===== config.mk =====
export PLATFORM = sky130hd
export DESIGN_NAME = gdl90_frame_encoder_flat
export DESIGN_NICKNAME = d
export VERILOG_FILES = /design/src/rtl/core/gdl90_pkg.sv /design/src/rtl/core/gdl90_stream_if.sv /design/src/rtl/core/gdl90_frame_encoder.sv /design/src/rtl/core/gdl90_front.sv /design/src/rtl/core/gdl90_cmd_fifo.sv /design/src/rtl/core/gdl90_back.sv /design/src/flat_wrapper.sv
export SDC_FILE = /design/constraint.sdc
export NUM_CORES = 1
export LEC_CHECK = 0
export ABC_CLOCK_PERIOD_IN_PS = 7100
export CAP_MARGIN = 20
export CELL_PAD_IN_SITES_DETAIL_PLACEMENT = 1
export CELL_PAD_IN_SITES_GLOBAL_PLACEMENT = 2
export CORE_MARGIN = 2
export CORE_UTILIZATION = 40
export DETAILED_ROUTE_END_ITERATION = 8
export DONT_BUFFER_PORTS = 1
export MAX_ROUTING_LAYER = met4
export PLACE_DENSITY_LB_ADDON = 0.1
export RECOVER_POWER = 50
export SYNTH_ARGS = -nofsm -noshare
export SYNTH_HDL_FRONTEND = slang
export SYNTH_HIERARCHICAL = 1
export SYNTH_SLANG_ARGS = --single-unit

===== constraint.sdc =====
create_clock -name clk -period 7.1 [get_ports clk]
set_input_delay 1.42 -clock clk [delete_from_list [all_inputs] [get_ports clk]]
set_output_delay 1.42 -clock clk [all_outputs]
set_load 0.03 [all_outputs]

===== src/rtl/core/gdl90_pkg.sv =====
// ----------------------------------------------------------------------------
// gdl90_pkg
// Shared constants, command type and CRC-16 helpers for the frame encoder.
// ----------------------------------------------------------------------------
package gdl90_pkg;

    localparam logic [7:0]  FLAG_BYTE = 8'h7E;
    localparam logic [7:0]  ESC_BYTE  = 8'h7D;
    localparam logic [7:0]  ESC_XOR   = 8'h20;
    localparam logic [15:0] CRC_SEED  = 16'h0000;
    localparam logic [15:0] CRC_POLY  = 16'h1021;

    // One accepted, framed message byte as handed from front to back.
    typedef struct packed {
        logic        first;
        logic        last;
        logic [7:0]  data;
        logic [15:0] crc;    // running CRC after this byte
    } cmd_t;

    // T[idx]: idx << 8 reduced bitwise by the polynomial.
    function automatic logic [15:0] crc_table_entry(input logic [7:0] idx);
        logic [15:0] v;
        v = {idx, 8'h00};
        for (int i = 0; i < 8; i++)
        begin
            if (v[15])
                v = {v[14:0], 1'b0} ^ CRC_POLY;
            else
                v = {v[14:0], 1'b0};
        end
        return v;
    endfunction

    function automatic logic [15:0] crc_update(input logic [15:0] crc,
                                               input logic [7:0]  b);
        return crc_table_entry(crc[15:8]) ^ {crc[7:0], 8'h00} ^ {8'h00, b};
    endfunction

    function automatic logic needs_escape(input logic [7:0] b);
        return (b == ESC_BYTE) || (b == FLAG_BYTE);
    endfunction

endpackage


===== src/rtl/core/gdl90_stream_if.sv =====
// ----------------------------------------------------------------------------
// gdl90 stream interfaces
// Valid/ready channels for message bytes in and framed bytes out.
// ----------------------------------------------------------------------------
interface gdl90_in_if;
    logic       valid;
    logic       ready;
    logic [7:0] data_byte;
    logic       first_byte;
    logic       last_byte;

    modport source (output valid, data_byte, first_byte, last_byte, input ready);
    modport sink   (input valid, data_byte, first_byte, last_byte, output ready);
endinterface

interface gdl90_out_if;
    logic       valid;
    logic       ready;
    logic [7:0] out_byte;
    logic       frame_end;
    logic       run_last;

    modport source (output valid, out_byte, frame_end, run_last, input ready);
    modport sink   (input valid, out_byte, frame_end, run_last, output ready);
endinterface


===== src/rtl/core/gdl90_frame_encoder.sv =====
// ----------------------------------------------------------------------------
// gdl90_frame_encoder
// Framing, byte stuffing and CRC-16 for a message byte stream.
// ----------------------------------------------------------------------------
//  channel   dir   handshake      payload
//  in_ch     in    valid/ready    data_byte[7:0], first_byte, last_byte
//  out_ch    out   valid/ready    out_byte[7:0], frame_end, run_last
//
//  One back-end byte per unstalled cycle; an input byte costs 1 to 2 output
//  bytes, plus 1 (opening flag) on an id and 3 to 5 on a last byte.
//  Input is taken every cycle while the command queue (QUEUE_DEPTH) has room.
//  Reset clears CRC, frame state, queue and output valid; no clearing pass.
//  Output stalls hold the registered byte and back-pressure via the queue.
// ----------------------------------------------------------------------------
module gdl90_frame_encoder
#(
    parameter int QUEUE_DEPTH = 4
)
(
    input  logic        clk,
    input  logic        rst_n,
    gdl90_in_if.sink    in_ch,
    gdl90_out_if.source out_ch
);
    import gdl90_pkg::*;

    cmd_t push_cmd;
    cmd_t head_cmd;
    logic push;
    logic full;
    logic pop;
    logic empty;

    gdl90_front u_front
    (
        .clk    (clk),
        .rst_n  (rst_n),
        .in_ch  (in_ch),
        .q_full (full),
        .q_push (push),
        .q_cmd  (push_cmd)
    );

    gdl90_cmd_fifo #(.DEPTH(QUEUE_DEPTH)) u_fifo
    (
        .clk      (clk),
        .rst_n    (rst_n),
        .push     (push),
        .push_cmd (push_cmd),
        .full     (full),
        .pop      (pop),
        .empty    (empty),
        .head_cmd (head_cmd)
    );

    gdl90_back u_back
    (
        .clk     (clk),
        .rst_n   (rst_n),
        .q_empty (empty),
        .q_head  (head_cmd),
        .q_pop   (pop),
        .out_ch  (out_ch)
    );

endmodule


===== src/rtl/core/gdl90_front.sv =====
// ----------------------------------------------------------------------------
// gdl90_front
// Accepts message bytes, tracks frame state, runs the CRC, queues commands.
// ----------------------------------------------------------------------------
module gdl90_front
(
    input  logic             clk,
    input  logic             rst_n,
    gdl90_in_if.sink         in_ch,
    input  logic             q_full,
    output logic             q_push,
    output gdl90_pkg::cmd_t  q_cmd
);
    import gdl90_pkg::*;

    logic [15:0] crc_reg;
    logic [15:0] crc_next;
    logic        in_frame_reg;
    logic        in_frame_next;
    logic [15:0] crc_base;
    logic [15:0] crc_new;
    logic        accept;

    assign in_ch.ready = !q_full;
    assign accept      = in_ch.valid && in_ch.ready;

    assign crc_base = in_ch.first_byte ? CRC_SEED : crc_reg;
    assign crc_new  = crc_update(crc_base, in_ch.data_byte);

    // payload byte outside a frame is dropped
    assign q_push = accept && (in_ch.first_byte || in_frame_reg);

    assign q_cmd.first = in_ch.first_byte;
    assign q_cmd.last  = in_ch.last_byte;
    assign q_cmd.data  = in_ch.data_byte;
    assign q_cmd.crc   = crc_new;

    always_comb
    begin
        crc_next      = crc_reg;
        in_frame_next = in_frame_reg;
        if (q_push)
        begin
            if (in_ch.last_byte)
            begin
                crc_next      = CRC_SEED;
                in_frame_next = 1'b0;
            end
            else
            begin
                crc_next      = crc_new;
                in_frame_next = 1'b1;
            end
        end
    end

    always_ff @(posedge clk or negedge rst_n)
    begin
        if (!rst_n)
        begin
            crc_reg      <= CRC_SEED;
            in_frame_reg <= 1'b0;
        end
        else
        begin
            crc_reg      <= crc_next;
            in_frame_reg <= in_frame_next;
        end
    end

endmodule


===== src/rtl/core/gdl90_cmd_fifo.sv =====
// ----------------------------------------------------------------------------
// gdl90_cmd_fifo
// Short command queue between front and back; head is shown directly.
// ----------------------------------------------------------------------------
module gdl90_cmd_fifo
#(
    parameter int DEPTH = 4
)
(
    input  logic             clk,
    input  logic             rst_n,
    input  logic             push,
    input  gdl90_pkg::cmd_t  push_cmd,
    output logic             full,
    input  logic             pop,
    output logic             empty,
    output gdl90_pkg::cmd_t  head_cmd
);
    import gdl90_pkg::*;

    localparam int AW = (DEPTH > 1) ? $clog2(DEPTH) : 1;
    localparam int CW = $clog2(DEPTH + 1);
    localparam logic [AW-1:0] LAST_PTR = AW'(DEPTH - 1);
    localparam logic [CW-1:0] FULL_CNT = CW'(DEPTH);

    cmd_t          mem [DEPTH];
    logic [AW-1:0] wr_ptr_reg;
    logic [AW-1:0] wr_ptr_next;
    logic [AW-1:0] rd_ptr_reg;
    logic [AW-1:0] rd_ptr_next;
    logic [CW-1:0] count_reg;
    logic [CW-1:0] count_next;
    logic          do_push;
    logic          do_pop;

    assign full     = (count_reg == FULL_CNT);
    assign empty    = (count_reg == '0);
    assign do_push  = push && !full;
    assign do_pop   = pop && !empty;
    assign head_cmd = mem[rd_ptr_reg];

    always_comb
    begin
        wr_ptr_next = wr_ptr_reg;
        rd_ptr_next = rd_ptr_reg;
        count_next  = count_reg;
        if (do_push)
            wr_ptr_next = (wr_ptr_reg == LAST_PTR) ? '0 : wr_ptr_reg + 1'b1;
        if (do_pop)
            rd_ptr_next = (rd_ptr_reg == LAST_PTR) ? '0 : rd_ptr_reg + 1'b1;
        if (do_push && !do_pop)
            count_next = count_reg + 1'b1;
        else if (do_pop && !do_push)
            count_next = count_reg - 1'b1;
    end

    always_ff @(posedge clk)
    begin
        if (do_push)
            mem[wr_ptr_reg] <= push_cmd;
    end

    always_ff @(posedge clk or negedge rst_n)
    begin
        if (!rst_n)
        begin
            wr_ptr_reg <= '0;
            rd_ptr_reg <= '0;
            count_reg  <= '0;
        end
        else
        begin
            wr_ptr_reg <= wr_ptr_next;
            rd_ptr_reg <= rd_ptr_next;
            count_reg  <= count_next;
        end
    end

endmodule


===== src/rtl/core/gdl90_back.sv =====
// ----------------------------------------------------------------------------
// gdl90_back
// Expands queued commands into framed, escaped bytes, one per unstalled cycle.
// ----------------------------------------------------------------------------
module gdl90_back
(
    input  logic             clk,
    input  logic             rst_n,
    input  logic             q_empty,
    input  gdl90_pkg::cmd_t  q_head,
    output logic             q_pop,
    gdl90_out_if.source      out_ch
);
    import gdl90_pkg::*;

    typedef enum logic [2:0] {
        S_START,
        S_DATA,
        S_DATA2,
        S_LO,
        S_LO2,
        S_HI,
        S_HI2,
        S_END
    } state_t;

    state_t     state_reg;
    state_t     state_next;
    logic       out_valid_reg;
    logic [7:0] out_byte_reg;
    logic       frame_end_reg;
    logic       run_last_reg;

    logic [7:0] emit_byte;
    logic       emit_end;
    logic       emit_done;
    logic       load;
    state_t     after_data;
    logic [7:0] crc_lo;
    logic [7:0] crc_hi;

    assign crc_lo     = q_head.crc[7:0];
    assign crc_hi     = q_head.crc[15:8];
    assign after_data = q_head.last ? S_LO : S_START;

    assign load  = !q_empty && (!out_valid_reg || out_ch.ready);
    assign q_pop = load && emit_done;

    always_comb
    begin
        emit_byte  = FLAG_BYTE;
        emit_end   = 1'b0;
        emit_done  = 1'b0;
        state_next = state_reg;
        unique case (state_reg)
            S_START, S_DATA:
            begin
                if (state_reg == S_START && q_head.first)
                begin
                    emit_byte  = FLAG_BYTE;
                    state_next = S_DATA;
                end
                else if (!q_head.first && needs_escape(q_head.data))
                begin
                    emit_byte  = ESC_BYTE;
                    state_next = S_DATA2;
                end
                else
                begin
                    // message id goes out unescaped
                    emit_byte  = q_head.data;
                    state_next = after_data;
                    emit_done  = !q_head.last;
                end
            end
            S_DATA2:
            begin
                emit_byte  = q_head.data ^ ESC_XOR;
                state_next = after_data;
                emit_done  = !q_head.last;
            end
            S_LO:
            begin
                if (needs_escape(crc_lo))
                begin
                    emit_byte  = ESC_BYTE;
                    state_next = S_LO2;
                end
                else
                begin
                    emit_byte  = crc_lo;
                    state_next = S_HI;
                end
            end
            S_LO2:
            begin
                emit_byte  = crc_lo ^ ESC_XOR;
                state_next = S_HI;
            end
            S_HI:
            begin
                if (needs_escape(crc_hi))
                begin
                    emit_byte  = ESC_BYTE;
                    state_next = S_HI2;
                end
                else
                begin
                    emit_byte  = crc_hi;
                    state_next = S_END;
                end
            end
            S_HI2:
            begin
                emit_byte  = crc_hi ^ ESC_XOR;
                state_next = S_END;
            end
            S_END:
            begin
                emit_byte  = FLAG_BYTE;
                emit_end   = 1'b1;
                emit_done  = 1'b1;
                state_next = S_START;
            end
            default:
            begin
                state_next = S_START;
            end
        endcase
    end

    always_ff @(posedge clk or negedge rst_n)
    begin
        if (!rst_n)
        begin
            state_reg     <= S_START;
            out_valid_reg <= 1'b0;
        end
        else
        begin
            if (load)
            begin
                state_reg     <= state_next;
                out_valid_reg <= 1'b1;
            end
            else if (out_ch.ready)
            begin
                out_valid_reg <= 1'b0;
            end
        end
    end

    always_ff @(posedge clk)
    begin
        if (load)
        begin
            out_byte_reg  <= emit_byte;
            frame_end_reg <= emit_end;
            run_last_reg  <= emit_done;
        end
    end

    assign out_ch.valid     = out_valid_reg;
    assign out_ch.out_byte  = out_byte_reg;
    assign out_ch.frame_end = frame_end_reg;
    assign out_ch.run_last  = run_last_reg;

endmodule


===== src/flat_wrapper.sv =====
// flat-port wrapper written by rule: the top's interface ports become plain ports
module gdl90_frame_encoder_flat import gdl90_pkg::*;
#(
    parameter int QUEUE_DEPTH = 4
)
  (clk, rst_n, in_ch_valid, in_ch_data_byte, in_ch_first_byte, in_ch_last_byte, in_ch_ready, out_ch_valid, out_ch_out_byte, out_ch_frame_end, out_ch_run_last, out_ch_ready);
  gdl90_in_if in_ch_i ();
  gdl90_out_if out_ch_i ();
  input  logic clk;
  input  logic rst_n;
  input wire logic [$bits(in_ch_i.valid)-1:0] in_ch_valid;
  input wire logic [$bits(in_ch_i.data_byte)-1:0] in_ch_data_byte;
  input wire logic [$bits(in_ch_i.first_byte)-1:0] in_ch_first_byte;
  input wire logic [$bits(in_ch_i.last_byte)-1:0] in_ch_last_byte;
  output wire logic [$bits(in_ch_i.ready)-1:0] in_ch_ready;
  output wire logic [$bits(out_ch_i.valid)-1:0] out_ch_valid;
  output wire logic [$bits(out_ch_i.out_byte)-1:0] out_ch_out_byte;
  output wire logic [$bits(out_ch_i.frame_end)-1:0] out_ch_frame_end;
  output wire logic [$bits(out_ch_i.run_last)-1:0] out_ch_run_last;
  input wire logic [$bits(out_ch_i.ready)-1:0] out_ch_ready;
  assign in_ch_i.valid = in_ch_valid;
  assign in_ch_i.data_byte = in_ch_data_byte;
  assign in_ch_i.first_byte = in_ch_first_byte;
  assign in_ch_i.last_byte = in_ch_last_byte;
  assign in_ch_ready = in_ch_i.ready;
  assign out_ch_valid = out_ch_i.valid;
  assign out_ch_out_byte = out_ch_i.out_byte;
  assign out_ch_frame_end = out_ch_i.frame_end;
  assign out_ch_run_last = out_ch_i.run_last;
  assign out_ch_i.ready = out_ch_ready;
  gdl90_frame_encoder #(.QUEUE_DEPTH(QUEUE_DEPTH)) u_core (.clk(clk), .rst_n(rst_n), .in_ch(in_ch_i), .out_ch(out_ch_i));
endmodule

==> reports/qor.yml <==
outcome:
  status: "finished with violations"
  violations: "max-capacitance violations, max-slew violations"
critical_path:
  critPathKind: "in -> reg"
  worstPathCellList: "o21ai_0, inv_1, nor2b_1, ha_1, inv_1, fa_1, mux2_2"
  critPathCaptureType: "flip-flop"
  rr_startpoint: "u_core/u_fifo/rd_ptr_reg[0]"
  r2r-end: "u_core/u_fifo/count_reg[2]"
  worstPathRequired_ps: 7400
  max_stage_delay_ps: 1580
  ff2ff_path_depth: 12
  r2r_setup_slack_ps: 3060
  crit_arrival_ps: 4370
  slowest_stage: "o21ai_0"
  critPathLaunchType: "input port"
  path_max_fanout: 29
  path_common_cell: "inv_1"
grt:
  grt_max_degree: 30
  grt_pass1_wl_mm: 21.8
  grt_use_total: 0.184
  antenna_found_initial: 0
  globalRoute.totalOverflow: 0
  grt_pass1_vias: 3619
clock_tree:
  ctsHoldBuffers: 0
  cts_buffer_depth: 2
  worstSkewPairLatency_ps: 420
  root_buffer: "clkbuf_16"
  path_clk_slew_ps: 60
  tritoncts: "yes"
  post_cts_resized: 0
  clkSinkCount: 142
  cts_buffers: 17
  htreeDepth: 4
  post_cts_buffers: 0
floorplan:
  die_w_um: 130
  dieArea_um2: 16900
  die_y_um: 130
  initial_core_util: 0.404
  std_cell_rows: 46
  coreArea_um2: 15700
  pin_count: 26
sta:
  grt_setup_unrepaired: "no"
  fin_skew_ps: 7.63
  worst_slew_pin_slew_ps: 2120
  finalCritPeriodShare: 0.574
  slew_viol_final: 20
  max_freq_mhz: 246
  slew_headroom: -0.431
  tns_ps: 0
  fin_crit_ps: 4070
  hold_violations: 0
  setup_violations: 0
synth:
  synth_flop_cell: "edfxtp_1"
  yosys.cell_count.top_type: "edfxtp_1"
  ys_types: 56
  syn-cell-area_um2: 6350
  syn_avg_cell_area_um2: 15.8
  synth_edf_count: 114
  synth_cells: 401
  synth_seq_cells: 142
  ys_top_cells_by_count: "edfxtp_1 (114), dfrtp_1 (28), nor2_1 (28)"
  synth_top_area_cell: "edfxtp_1"
  async_reset_ff_frac: 0.197
  yosysSeqAreaShare: 0.650
  synthesis.nets: 422
  yosys-top-cells-area: "edfxtp_1 (54%), dfrtp_1 (11%), mux4_2 (9.2%), xnor2_1 (2.9%), nor2_1 (1.7%)"
  yosysWarnings: 6
  synth_top_area_frac: 0.539
power_and_ir_drop:
  power.density_nw_per_um2: 487
  p_leak_nw: 2.46
  ir_worst_vdd_mv: 0.212
drt:
  drc_errors: 0
  vias: 3355
  first_pass_iters: 5
  dr.first_iter.drc_count: 215
  ant_nets: 0
  drt-wirelength-per-cell_um: 21.9
  routed_wl_mm: 13.7
  viasPerCell: 5.34
worst_hold_path:
  holdCritPathClass: "reg -> reg"
  min-delay-start: "u_core/u_front/crc_reg[8]"
  whs_path_depth: 2
  hold_path_end: "u_core/u_front/crc_reg[8]"
cells_and_area:
  largest_register_ffs: 104
  nets: 420
  fin_area_um2: 7120
  drive_gt1_frac: 0.194
  fillers: 1529
  syn_to_final_growth_pct: 12.1
  antennaDiodeCount: 0
place:
  dpl_cell_area_um2: 6500
  dp_hpwl_mm: 9.00
  portBuffers: 0
  gp_congestion: 0.784
run:
  maxCapViolCount: 1
==> cell usage in the layout, fill, tap and decap left out, types with 8 or more instances in the layout <==
| cell | Yosys | layout |
|---|---|---|
| xor2_1 | 8 | 8 |
| edfxtp_1 | 114 | 114 |
| nand2b_1 | 10 | 10 |
| nor2_1 | 28 | 28 |
| a22o_1 | 12 | 12 |
| nor3_1 | 8 | 8 |
| a21oi_1 | 10 | 10 |
| o21ai_0 | 13 | 14 |
| xnor2_1 | 21 | 21 |
| clkbuf_16 | 0 | 17 |
| dfrtp_1 | 28 | 27 |
| mux4_2 | 26 | 26 |
| inv_1 | 9 | 9 |
==> per-stage QoR <==
| stage | utilization | power (mW) | std cells | setup WS, ps | hold WS (ps) |
|---|---|---|---|---|---|
| 3_3_place_gp | 0.414 | 2.55 | 596 | 3100 | 497 |
| 2_1_floorplan | - | 2.26 | 401 | 3560 | 470 |
| 5_1_grt | 0.453 | 3.66 | 628 | 2630 | 552 |
| 3_5_place_dp | 0.414 | 2.57 | 596 | 3010 | 507 |
| 4_1_cts | 0.453 | 3.51 | 628 | 2970 | 520 |
| 6_report | 0.453 | 3.46 | 628 | 3030 | 524 |
==> critical path, delay by kind of cell <==
family                   cells  cell delay (ps)
AO/OA/AOI/OAI                1             1580
adder cells (fa/ha/maj)      2              660
AND/OR/NAND/NOR              1              280
multiplexers                 1              270
buffers and inverters        2              150
==> kinds of logic after synthesis <==
| group | count (synthesis) | share of synthesized area |
|---|---|---|
| AO/OA/AOI/OAI | 63 | 0.0737 |
| XOR/XNOR | 31 | 0.0451 |
| adder cells (fa/ha/maj) | 7 | 0.0150 |
| buffers and inverters | 38 | 0.0335 |
| flip-flops | 142 | 0.650 |
| multiplexers | 39 | 0.115 |
| AND/OR/NAND/NOR | 81 | 0.0680 |
==> where the power goes <==
part / total (mW) / switching [mW] / internal [mW] / leakage (nW)
Combinational: 1.11 / 0.612 / 0.494 / 0.767
Clock: 0.932 / 0.344 / 0.588 / 0.296
Sequential: 1.43 / 0.231 / 1.19 / 1.40
==> metal layers <==
layer	vias to the layer above	wire [um]	global-route usage	part of all wire
li1	1532	-	-	-
met1	1737	6350	0.249	0.46
met2	67	6570	0.277	0.48
met3	19	534	0.0402	0.039
met4	0	272	0.0664	0.020
met5	-	0	-	0
==> final cells by class <==
class                      instances  area (um2)  share of cell area
multi-input combinational        221        2010               0.282
inverter                           9        33.8             0.00475
sequential                       142        4130               0.580
clock buffer                      18         429              0.0603
tap                              216         270              0.0380
timing repair buffer               8        56.3             0.00791
clock inverter                    14         193              0.0271
==> worst max path at each step <==
stage,startpoint,end,slack [ps],cells past startpoint
floorplan,out_ch_ready,u_core/u_fifo/count_reg[1],3560,8
global route,u_core/u_fifo/rd_ptr_reg[0],u_core/u_fifo/count_reg[2],2630,12
global placement,u_core/u_fifo/rd_ptr_reg[0],u_core/u_fifo/count_reg[2],3100,12
CTS,u_core/u_fifo/rd_ptr_reg[0],u_core/u_fifo/count_reg[2],2970,12
detailed placement,u_core/u_fifo/rd_ptr_reg[0],u_core/u_fifo/count_reg[2],3010,12
finish,in_ch_first_byte,u_core/u_fifo/count_reg[1],3030,7
(Power assumes the default switching activity.)
